[config.mk]
export PLATFORM = sky130hd
export DESIGN_NAME = min_tracking_stack_flat
export DESIGN_NICKNAME = d
export VERILOG_FILES = /design/src/mts_pkg.sv /design/src/mts_cmd_if.sv /design/src/mts_res_if.sv /design/src/min_tracking_stack.sv /design/src/flat_wrapper.sv
export VERILOG_INCLUDE_DIRS = /design/src /design/src/src
export SDC_FILE = /design/constraint.sdc
export NUM_CORES = 2
export LEC_CHECK = 0
export BUFFER_PORTS_ARGS = -buffer_cell sky130_fd_sc_hd__clkbuf_2
export CAP_MARGIN = 10
export CORE_ASPECT_RATIO = 0.6
export CORE_UTILIZATION = 40
export DETAILED_ROUTE_END_ITERATION = 8
export SLEW_MARGIN = 5
export SYNTH_ARGS = -nofsm -noshare
export SYNTH_HDL_FRONTEND = slang
export SYNTH_SLANG_ARGS = --single-unit
[constraint.sdc]
create_clock -name clk -period 18.5 [get_ports clk]
set_input_delay 0.925 -clock clk [delete_from_list [all_inputs] [get_ports clk]]
set_output_delay 0.925 -clock clk [all_outputs]
set_load 0.05 [all_outputs]
[src/min_tracking_stack_macros.svh]
// assertion macros shared by the min tracking stack rtl
// no dependencies; included by files that carry concurrent assertions
`ifndef MIN_TRACKING_STACK_MACROS_SVH
`define MIN_TRACKING_STACK_MACROS_SVH

// condition that must hold at every clock edge out of reset
`define MTS_ASSERT_ALWAYS(label, clk, rst_n, cond, msg) \
	label: assert property (@(posedge clk) disable iff (!rst_n) (cond)) else $error(msg);

// consequent checked in the same cycle as the antecedent
`define MTS_ASSERT_SAME(label, clk, rst_n, ante, cons, msg) \
	label: assert property (@(posedge clk) disable iff (!rst_n) (ante) |-> (cons)) \
		else $error(msg);

// consequent checked in the cycle after the antecedent
`define MTS_ASSERT_NEXT(label, clk, rst_n, ante, cons, msg) \
	label: assert property (@(posedge clk) disable iff (!rst_n) (ante) |=> (cons)) \
		else $error(msg);

`endif

[src/mts_pkg.sv]
// shared types and codes of the min tracking stack
// no dependencies; used by the channel interfaces and the top level
package mts_pkg;

	localparam int unsigned DATA_W    = 32;
	localparam int unsigned COUNT_W   = 7;
	localparam int unsigned CMD_W     = 2;
	localparam int unsigned STATUS_W  = 2;

	localparam logic [CMD_W-1:0] CMD_PUSH = 2'd0;
	localparam logic [CMD_W-1:0] CMD_POP  = 2'd1;
	localparam logic [CMD_W-1:0] CMD_READ = 2'd2;

	localparam logic [STATUS_W-1:0] STATUS_OK    = 2'd0;
	localparam logic [STATUS_W-1:0] STATUS_EMPTY = 2'd1;
	localparam logic [STATUS_W-1:0] STATUS_FULL  = 2'd2;

	typedef logic signed [DATA_W-1:0] data_t;
	typedef logic [COUNT_W-1:0]       count_t;
	typedef logic [CMD_W-1:0]         cmd_t;
	typedef logic [STATUS_W-1:0]      status_t;

	typedef struct packed {
		data_t   top_value;
		data_t   min_value;
		count_t  entry_count;
		status_t status;
	} result_t;

endpackage

[src/mts_cmd_if.sv]
// command channel of the min tracking stack: valid, ready and one command
// depends on mts_pkg
interface mts_cmd_if;
	logic            valid;
	logic            ready;
	mts_pkg::cmd_t   command;
	mts_pkg::data_t  push_value;

	modport source (output valid, output command, output push_value, input ready);
	modport sink (input valid, input command, input push_value, output ready);
endinterface

[src/mts_res_if.sv]
// result channel of the min tracking stack: valid, ready and one result
// depends on mts_pkg
interface mts_res_if;
	logic              valid;
	logic              ready;
	mts_pkg::data_t    top_value;
	mts_pkg::data_t    min_value;
	mts_pkg::count_t   entry_count;
	mts_pkg::status_t  status;

	modport source (output valid, output top_value, output min_value, output entry_count,
		output status, input ready);
	modport sink (input valid, input top_value, input min_value, input entry_count,
		input status, output ready);
endinterface

[src/min_tracking_stack.sv]
// min tracking stack: lifo of signed values that also reports the smallest value held
// depends on mts_pkg, mts_cmd_if, mts_res_if and min_tracking_stack_macros.svh
//
// usage:
//   cmd carries one command per transaction (push, pop, read; code 3 acts as read).
//   result returns exactly one transaction per command: top value, minimum,
//   entry count and status, in command order.
// result path:
//   push, read, refused commands and a pop that empties the stack register their
//   result straight into the result queue. a pop that exposes a lower entry passes
//   through the registered read of the value and minimum memories and the
//   S_POP_WAIT state before its result enters the queue.
//   one command per cycle while the holding register is empty, except a pop that
//   exposes a lower entry: cmd.ready stays low while the memory read completes.
// reset:
//   arst_n clears the entry count and the result registers; no clearing pass,
//   memory entries are only read once written by a push.
// stall:
//   a result register plus one holding register sit before the result port, so
//   one more command is taken while a result waits; after that cmd.ready drops
//   until the receiver takes a result.
`include "min_tracking_stack_macros.svh"

module min_tracking_stack #(
	parameter int unsigned STACK_DEPTH = 64
) (
	input  logic        clk,
	input  logic        arst_n,
	mts_cmd_if.sink     cmd,
	mts_res_if.source   result
);

	localparam int unsigned IDX_W = $clog2(STACK_DEPTH);
	localparam int unsigned CNT_W = $clog2(STACK_DEPTH + 1);

	typedef enum logic {
		S_IDLE,
		S_POP_WAIT
	} state_t;

	function automatic mts_pkg::count_t to_count(logic [CNT_W-1:0] x);
		logic [CNT_W+mts_pkg::COUNT_W-1:0] e;
		e = {{mts_pkg::COUNT_W{1'b0}}, x};
		return e[mts_pkg::COUNT_W-1:0];
	endfunction

	// value and minimum memories, one entry per stack slot
	mts_pkg::data_t value_mem [STACK_DEPTH];
	mts_pkg::data_t min_mem [STACK_DEPTH];

	state_t             state_q;
	logic [CNT_W-1:0]   fill_q;
	mts_pkg::data_t     top_val_q;
	mts_pkg::data_t     top_min_q;
	mts_pkg::data_t     rd_val_q;
	mts_pkg::data_t     rd_min_q;
	mts_pkg::result_t   out_q;
	logic               out_valid_q;
	mts_pkg::result_t   hold_q;
	logic               hold_valid_q;

	logic               accept;
	logic               is_empty;
	logic               is_full;
	logic [CNT_W-1:0]   fill_inc;
	logic [CNT_W-1:0]   fill_dec;
	logic [CNT_W-1:0]   fill_m2;
	mts_pkg::data_t     show_top;
	mts_pkg::data_t     show_min;
	mts_pkg::data_t     push_min;
	logic               mem_we;
	logic [IDX_W-1:0]   wr_addr;
	logic               mem_re;
	logic [IDX_W-1:0]   rd_addr;
	logic               res_fire;
	mts_pkg::result_t   res;
	state_t             state_d;
	logic [CNT_W-1:0]   fill_d;
	logic               cache_we;
	mts_pkg::data_t     cache_val;
	mts_pkg::data_t     cache_min;
	logic               out_pop;

	assign cmd.ready = (state_q == S_IDLE) && !hold_valid_q;
	assign accept    = cmd.valid && cmd.ready;
	assign is_empty  = (fill_q == '0);
	assign is_full   = (fill_q == CNT_W'(STACK_DEPTH));
	assign fill_inc  = fill_q + CNT_W'(1);
	assign fill_dec  = fill_q - CNT_W'(1);
	assign fill_m2   = fill_q - CNT_W'(2);
	assign show_top  = is_empty ? '0 : top_val_q;
	assign show_min  = is_empty ? '0 : top_min_q;
	assign push_min  = (!is_empty && !(cmd.push_value < top_min_q)) ? top_min_q
		: cmd.push_value;

	assign wr_addr = fill_q[IDX_W-1:0];
	assign rd_addr = fill_m2[IDX_W-1:0];

	always_comb begin
		state_d   = state_q;
		fill_d    = fill_q;
		mem_we    = 1'b0;
		mem_re    = 1'b0;
		cache_we  = 1'b0;
		cache_val = rd_val_q;
		cache_min = rd_min_q;
		res_fire  = 1'b0;
		res       = '{top_value: show_top, min_value: show_min,
			entry_count: to_count(fill_q), status: mts_pkg::STATUS_OK};
		case (state_q)
			S_IDLE: begin
				if (accept) begin
					case (cmd.command)
						mts_pkg::CMD_PUSH: begin
							res_fire = 1'b1;
							if (is_full) begin
								res.status = mts_pkg::STATUS_FULL;
							end else begin
								mem_we    = 1'b1;
								cache_we  = 1'b1;
								cache_val = cmd.push_value;
								cache_min = push_min;
								fill_d    = fill_inc;
								res = '{top_value: cmd.push_value, min_value: push_min,
									entry_count: to_count(fill_inc),
									status: mts_pkg::STATUS_OK};
							end
						end
						mts_pkg::CMD_POP: begin
							if (is_empty) begin
								res_fire   = 1'b1;
								res.status = mts_pkg::STATUS_EMPTY;
							end else if (fill_q == CNT_W'(1)) begin
								// stack becomes empty, nothing to fetch
								res_fire = 1'b1;
								fill_d   = fill_dec;
								res = '{top_value: '0, min_value: '0,
									entry_count: to_count(fill_dec),
									status: mts_pkg::STATUS_OK};
							end else begin
								mem_re  = 1'b1;
								fill_d  = fill_dec;
								state_d = S_POP_WAIT;
							end
						end
						default: begin
							res_fire = 1'b1;
							if (is_empty) begin
								res.status = mts_pkg::STATUS_EMPTY;
							end
						end
					endcase
				end
			end
			S_POP_WAIT: begin
				// new top arrives from the registered memory read
				cache_we = 1'b1;
				res_fire = 1'b1;
				state_d  = S_IDLE;
				res = '{top_value: rd_val_q, min_value: rd_min_q,
					entry_count: to_count(fill_q), status: mts_pkg::STATUS_OK};
			end
			default: begin
				state_d = S_IDLE;
			end
		endcase
	end

	always_ff @(posedge clk) begin
		if (mem_we) begin
			value_mem[wr_addr] <= cmd.push_value;
			min_mem[wr_addr]   <= push_min;
		end
		if (mem_re) begin
			rd_val_q <= value_mem[rd_addr];
			rd_min_q <= min_mem[rd_addr];
		end
	end

	assign out_pop = out_valid_q && result.ready;

	always_ff @(posedge clk or negedge arst_n) begin
		if (!arst_n) begin
			state_q      <= S_IDLE;
			fill_q       <= '0;
			top_val_q    <= '0;
			top_min_q    <= '0;
			out_q        <= '0;
			out_valid_q  <= 1'b0;
			hold_q       <= '0;
			hold_valid_q <= 1'b0;
		end else begin
			state_q <= state_d;
			fill_q  <= fill_d;
			if (cache_we) begin
				top_val_q <= cache_val;
				top_min_q <= cache_min;
			end
			// two-entry result queue: out_q drives the port, hold_q backs it up
			if (out_pop || !out_valid_q) begin
				if (hold_valid_q) begin
					out_q       <= hold_q;
					out_valid_q <= 1'b1;
					if (res_fire) begin
						hold_q <= res;
					end else begin
						hold_valid_q <= 1'b0;
					end
				end else if (res_fire) begin
					out_q       <= res;
					out_valid_q <= 1'b1;
				end else begin
					out_valid_q <= 1'b0;
				end
			end else if (res_fire) begin
				hold_q       <= res;
				hold_valid_q <= 1'b1;
			end
		end
	end

	assign result.valid       = out_valid_q;
	assign result.top_value   = out_q.top_value;
	assign result.min_value   = out_q.min_value;
	assign result.entry_count = out_q.entry_count;
	assign result.status      = out_q.status;

	`MTS_ASSERT_ALWAYS(a_fill_range, clk, arst_n, fill_q <= CNT_W'(STACK_DEPTH), "fill level above stack depth")
	`MTS_ASSERT_SAME(a_hold_behind_out, clk, arst_n, hold_valid_q, out_valid_q, "holding register valid while output register empty")
	`MTS_ASSERT_SAME(a_no_result_overflow, clk, arst_n, res_fire && hold_valid_q, out_pop, "result produced with no room in the result queue")
	`MTS_ASSERT_NEXT(a_read_answers, clk, arst_n, accept && cmd.command != mts_pkg::CMD_POP, out_valid_q && state_q == S_IDLE, "push or read gave no result in the next cycle")

endmodule
[src/flat_wrapper.sv]
// flat-port wrapper written by rule: the top's interface ports become plain ports
module min_tracking_stack_flat 
#(
	parameter int unsigned STACK_DEPTH = 64
)
  (clk, arst_n, cmd_valid, cmd_command, cmd_push_value, cmd_ready, result_valid, result_top_value, result_min_value, result_entry_count, result_status, result_ready);
  mts_cmd_if cmd_i ();
  mts_res_if result_i ();
  input  logic clk;
  input  logic arst_n;
  input wire logic [$bits(cmd_i.valid)-1:0] cmd_valid;
  input wire logic [$bits(cmd_i.command)-1:0] cmd_command;
  input wire logic [$bits(cmd_i.push_value)-1:0] cmd_push_value;
  output wire logic [$bits(cmd_i.ready)-1:0] cmd_ready;
  output wire logic [$bits(result_i.valid)-1:0] result_valid;
  output wire logic [$bits(result_i.top_value)-1:0] result_top_value;
  output wire logic [$bits(result_i.min_value)-1:0] result_min_value;
  output wire logic [$bits(result_i.entry_count)-1:0] result_entry_count;
  output wire logic [$bits(result_i.status)-1:0] result_status;
  input wire logic [$bits(result_i.ready)-1:0] result_ready;
  assign cmd_i.valid = cmd_valid;
  assign cmd_i.command = cmd_command;
  assign cmd_i.push_value = cmd_push_value;
  assign cmd_ready = cmd_i.ready;
  assign result_valid = result_i.valid;
  assign result_top_value = result_i.top_value;
  assign result_min_value = result_i.min_value;
  assign result_entry_count = result_i.entry_count;
  assign result_status = result_i.status;
  assign result_i.ready = result_ready;
  min_tracking_stack #(.STACK_DEPTH(STACK_DEPTH)) u_core (.clk(clk), .arst_n(arst_n), .cmd(cmd_i), .result(result_i));
endmodule
Word-level counts from Yosys, hierarchy flattened
Memories as Yosys holds them, arrays and structs flattened. A register that Yosys moved wholly into a read port is not among the register bits.
Cells that the tools add are included.
{"block": "word_totals", "out_inout_bits": 75, "n_memories": 2, "reg_bits": 220, "ramBits": 4096, "wordCells": 95, "inputBits": 38}
{"block": "classes", "eq_ne": 6, "n_lt_le_gt_ge": 1, "bitwise_logic": 1, "addsub": 3, "reduce_logical": 16, "muxes": 52}
{"memory": "u_core.min_mem", "depth": 64, "word_bits": 32, "rd": 1, "rd_clocked_by_memory_dff": 1, "write_ports": 1, "line_no": "min_tracking_stack.sv:49", "text": "mts_pkg::data_t min_mem [STACK_DEPTH];"}
{"memory": "u_core.value_mem", "depth": 64, "word_bits": 32, "rd": 1, "rd_clocked_by_memory_dff": 1, "write_ports": 1, "line_no": "min_tracking_stack.sv:48", "text": "mts_pkg::data_t value_mem [STACK_DEPTH];"}
{"cell": "two-way mux 73 bit", "n": 7}
{"cell": "two-way mux 32 bit", "n": 11}
{"cell": "one-hot mux 73 bit (2 select lines)", "n": 1}
{"cell": "two-way mux 71 bit", "n": 2}
{"cell": "one-hot mux 71 bit (2 select lines)", "n": 1}
{"cell": "< comparator 32 bit", "n": 1}
{"cell": "two-way mux 1 bit", "n": 21}
{"cell": "two-way mux 7 bit", "n": 2}
{"cell": "one-hot mux 7 bit (2 select lines)", "n": 1}
{"cell": "adder 7 x 1 -> 7 bit, second input constant", "n": 1}
{"cell": "== test 7 x 1 -> 1 bit, second input constant", "n": 1}
{"cell": "== test 7 bit, second input constant", "n": 1}
{"cell": "logical NOT 7 bit", "n": 1}
{"cell": "subtractor 7 x 1 -> 7 bit, second input constant", "n": 1}
{"cell": "one-hot mux 1 bit (2 select lines)", "n": 3}
{"cell": "nonzero test 2 bit", "n": 3}
{"cell": "subtractor 6 x 2 -> 6 bit, second input constant", "n": 1}
{"cell": "AND reduction 5 bit", "n": 1}
{"cell": "logical AND 1 bit", "n": 4}
{"cell": "logical NOT 1 bit", "n": 4}
{"cell": "two-way mux 2 bit", "n": 2}
{"cell": "inequality test 2 bit, second input constant", "n": 2}
{"cell": "one-hot mux 2 bit (2 select lines)", "n": 1}
{"cell": "== test 2 x 1 -> 1 bit, second input constant", "n": 1}
{"cell": "other kinds (5)", "n": 5}

Depth between registers and ports, before layout
{"block": "logic_depth", "depth_word": 11, "ltp_mapped": 17, "ltp_nobuf": 10}

Least setup slack after synthesis
OpenSTA, ideal clock, no wires.
{"block": "synth_timing", "kind": "reg-to-reg", "start": "register u_core.fill_q[1]", "end": "memory u_core.min_mem[25][0] (netlist name), enable pin", "required_ps": 18013, "stages_incl_launch_ff": 12, "setup_ps": 487, "path_buffers": 5, "slack_ps": 12298, "period_less_slack_ps": 6202, "t_arrival_ps": 5715, "path_cell_list": "dfrtp_1 clkbuf_1 clkbuf_1 clkbuf_1 inv_1 ha_1 nor3b_1 a311oi_2 buf_2 buf_2 nand3_1 nor2_1"}
{"block": "synth_via", "elab_chain_len": 7}
{"element": "from (decl)", "line_no": "min_tracking_stack.sv:52", "text": "logic [CNT_W-1:0] fill_q;"}
{"element": "from (signal assigned)", "line_no": "min_tracking_stack.sv:194", "text": "fill_q <= fill_d;"}
{"element": "== test 7 bit", "line_no": "min_tracking_stack.sv:87", "text": "assign is_full = (fill_q == CNT_W'(STACK_DEPTH));"}
{"element": "two-way mux 1 bit", "line_no": "min_tracking_stack.sv:116", "text": "if (is_full) begin"}
{"element": "two-way mux 1 bit", "line_no": "min_tracking_stack.sv:113", "text": "case (cmd.command)"}
{"element": "two-way mux 1 bit", "line_no": "min_tracking_stack.sv:112", "text": "if (accept) begin"}
{"element": "two-way mux 1 bit", "line_no": "min_tracking_stack.sv:110", "text": "case (state_q)"}
{"element": "two-way mux 1 bit", "line_no": "min_tracking_stack.sv:170", "text": "if (mem_we) begin"}
{"element": "two-way mux 1 bit (implied by the code)", "line_no": "min_tracking_stack.sv:172", "text": "min_mem[wr_addr] <= push_min;"}
{"element": "to (decl)", "line_no": "min_tracking_stack.sv:49"}
Several ways; a longest one is shown, not always the timed one.

Worst setup path after layout
{"block": "layout_timing", "start": "register u_core.fill_q[0]", "end": "register u_core.rd_val_q[24] (read register of u_core.value_mem), data pin"}
{"block": "layout_via", "elab_chain_len": 6, "word_cells_on_any_way": 8, "classes_between": "add/sub: 1; eq/ne: 1; mux: 5; reduce/logical: 1"}
{"element": "== test 7 x 1 -> 1 bit", "line_no": "min_tracking_stack.sv:133", "text": "end else if (fill_q == CNT_W'(1)) begin"}
{"element": "two-way mux 1 bit", "line_no": "min_tracking_stack.sv:133"}
{"element": "two-way mux 1 bit", "line_no": "min_tracking_stack.sv:130", "text": "if (is_empty) begin"}
{"element": "two-way mux 1 bit", "line_no": "min_tracking_stack.sv:113"}
{"element": "two-way mux 1 bit", "line_no": "min_tracking_stack.sv:112"}
{"element": "two-way mux 1 bit", "line_no": "min_tracking_stack.sv:110"}
{"element": "to (decl)", "line_no": "min_tracking_stack.sv:55", "text": "mts_pkg::data_t rd_val_q;"}
Several ways; a longest one is shown, not always the timed one.
A chain may end at the register's enable or synchronous reset.

==> metrics.md <==
| Metric | Value |
|---|---|
| Outcome | `finished clean` |
| WHS Path Cells | `5` |
| YS warnings | `0` |
| Crit-path cells | `buf_4 -> buf_12 -> buf_4 -> buf_4 -> buf_4 -> buf_4 -> mux4_2 -> mux4_2 -> mux4_2` |
| Synth cell count leaders | `4160 x edfxtp_1, 1344 x mux4_2, 273 x clkbuf_1` |
| Die width | `841 um` |
| Synthesized area | `169000 um2` |
| Setup crit end kind | `register` |
| # clock sinks | `4380` |
| Comb pwr share | `31.2%` |
| Setup CP Type | `register to register` |
| Std-Cell Rows | `184` |
| Clock power share | `27.4%` |
| CP startpoint kind | `register` |
| CTS tree | `yes` |
| Filler cells | `34357` |
| Synth cell types | `77` |
| CP required | `19.18 ns` |
| Die extent in y | `506 um` |
| Grt total ovfl | `0` |
| Drt pass-1 iters | `6` |
| Initial core utilization | `40.3%` |
| Min-Delay Path Class | `primary input to register` |
| FF+latch area | `130000 um2` |
| CTS Buf Count | `396` |
| Share of layout cells above drive strength 1 | `30.7%` |
| RSZ-0062 raised after global routing | `no` |
| Max FO, Critical Path | `99` |
| Clock buffer depth | `4` |
| Net Sw Power | `9.41 mW` |
| Post-CTS setup buffers | `0` |
| Multi-input logic area | `37500 um2` |
| Post-synth EDFFs | `4160` |
| Via Count | `84986` |
| PortBufs | `112` |
| Min Hold Slack | `0.451 ns` |
| CP max stage delay | `0.89 ns` |
| Top-area cell type share of the netlist area | `73.9%` |
| Final WL | `515000 um` |
| Pin count of the biggest net entering global routing | `124` |
| Worst-Skew Late Latency | `0.98 ns` |
| Final Hold Fails | `0` |
| Ports | `113` |
| Static leakage | `59.9 nW` |
| # H-tree levels | `5` |
| Antenna violations before repair | `30` |
| Worst vdd ir | `0.168 mV` |
| Clock period minus worst slack | `8.14 ns` |
| Global-route wire length before repair | `698000 um` |
| R2R depth | `9` |
| Mapped Cells | `7263` |
| Sequential area share after synthesis | `77.1%` |
| Vias in the first global route | `82160` |
| Synth area leader | `edfxtp_1` |
| Slew HR | `6.39%` |
| Most frequent CP cell | `buf_4` |
| Fmax | `123 MHz` |
| Yosys reg bits | `4380` |
| Sw Share | `31.3%` |
| Mean Syn Cell Area | `23.3 um2` |
| Pins Over Slew Limit | `0` |
| Period utilisation layout | `44.0%` |
| Pwr/cell area | `158 nW/um2` |
| P&R area growth vs syn | `12.7%` |
| Pint | `20.7 mW` |
| Clk slew on worst S/H paths | `0.07 ns` |
| Final setup violation count | `0` |
| DP Wirelength | `275000 um` |
| Drt via density | `6.27` |
| Die area | `425000 um2` |
| FFs w/ async S/R, synth | `5.02%` |
| Drt drc | `0` |
| Drt wl/cell | `38.0 um` |
| Count leader, synth | `edfxtp_1` |
| Initial DRC count | `15250` |
| Final Skew | `0.0615 ns` |
| Reg2reg setup slack | `10.36 ns` |
| Reg power frac | `41.4%` |
| CP max stage cell | `dfrtp_4` |
| Synth area leaders | `edfxtp_1 74%, mux4_2 18%, dfrtp_1 3.3%, clkbuf_1 0.61%, nand2_1 0.57%` |
| Primary FF master, synth | `edfxtp_1` |
| Layout Nets | `7714` |
| Post-Synthesis Net Count | `7340` |
| Slew of the pin with the lowest slew margin | `1.40 ns` |
| CTS Root Cell | `clkbuf_16` |
| Number of routed nets with antenna violations | `0` |
| Final TNS setup | `0 ns` |
| GP Congestion | `0.852` |
| All-Layer GR Usage | `23.8%` |
| Core ar. | `420000 um2` |
| CP arrival | `8.82 ns` |
| Maxcap violations | `0` |
==> registers in the layout, indices dropped and copies added (netlist names), 32 cells and up <==
name / cells
u_core.min_mem: 2048
u_core.result.min_value: 32
u_core.rd_val_q: 32
u_core.value_mem: 2048
u_core.result.top_value: 32
u_core.top_val_q: 32
u_core.top_min_q: 32
u_core.hold_q: 73
u_core.rd_min_q: 32
==> metal layers <==
| layer | up-vias | wire length [um] | GRT usage (%) | part of all wire (%) |
|---|---|---|---|---|
| li1 | 31795 | - | - | - |
| met1 | 46531 | 208000 | 35.7 | 40 |
| met2 | 5843 | 222000 | 33.7 | 43 |
| met3 | 817 | 67100 | 6.96 | 13 |
| met4 | 0 | 18400 | 7.33 | 3.6 |
| met5 | - | 0 | 0 | 0 |
==> final timing paths <==
kind,start,end
max,u_core.fill_q[0]$_DFFE_PN0P_,u_core.rd_val_q[24]$_DFFE_PP_
min,result_ready,u_core.hold_valid_q$_DFFE_PN0P_
max reg2reg,u_core.fill_q[0]$_DFFE_PN0P_,u_core.rd_val_q[24]$_DFFE_PP_
min reg2reg,u_core.hold_q[13]$_DFFE_PN0P_,u_core.hold_q[13]$_DFFE_PN0P_
max in group asynchronous,arst_n,u_core.fill_q[0]$_DFFE_PN0P_
min in group asynchronous,arst_n,u_core.result.top_value[9]$_DFFE_PN0P_
==> cell families after synthesis <==
family / synth area share, %
and+or+nand+nor: 1.37
DFF: 77.1
adders and majority gates: 0.289
xor gates and xnor gates: 0.0622
buffers and inverters: 1.03
muxes: 18.4
AOI/OAI and AO/OA: 1.70
==> final cells by class <==
type / instances / share of cell area, %
antenna: 18 / 0.0236
tap: 5580 / 3.66
inverter: 36 / 0.0709
clock inverter: 235 / 1.16
sequential: 4380 / 68.4
timing repair buffer: 381 / 1.46
multi-input combinational: 2442 / 19.7
clock buffer: 486 / 5.47
==> cells in the final DEF, fill, tap and decap left out, types with 38 or more instances in the layout <==
master / instances
clkbuf_1: 78
clkbuf_16: 401
clkinv_1: 84
a21oi_1: 110
buf_4: 254
edfxtp_1: 4160
ha_1: 38
clkbuf_2: 111
nand2_1: 256
nor2_4: 67
mux4_2: 1344
nor2_1: 79
clkinv_2: 77
dfrtp_1: 216
mux2_2: 47
o21ai_0: 130
==> power groups by stage <==
| stage | sequential, mW | combinational (mW) | clock (mW) |
|---|---|---|---|
| global placement | 12.6 | 9.23 | 0 |
| global route | 12.5 | 9.83 | 8.68 |
| floorplan | 12.7 | 6.17 | 0 |
| finish | 12.5 | 9.39 | 8.23 |
| CTS | 12.5 | 9.39 | 8.31 |
| detailed placement | 12.7 | 9.37 | 0 |
==> metrics by stage <==
stage	area (um2)	setup slack (ns)	std cells	total power [mW]	util, %
floorplan	169000	12.30	7263	18.8	-
global placement	178000	10.13	12812	21.9	42.3
detailed placement	178000	10.10	12813	22.0	42.4
CTS	190000	10.08	13535	30.2	45.4
global route	191000	9.56	13541	31.0	45.4
finish	191000	10.36	13558	30.1	45.4
==> worst max-delay path: cells and delay by family (launching register included) <==
kind / cells / cell delay, ns
DFF: 1 / 0.89
buffers and inverters: 6 / 4.73
muxes: 3 / 1.61
==> what timing repair did <==
action	CTS	global route
hold endpoints to repair	5	0
hold buffers	1	0
gates resized for setup	0	0
(Power assumes the default switching activity.)
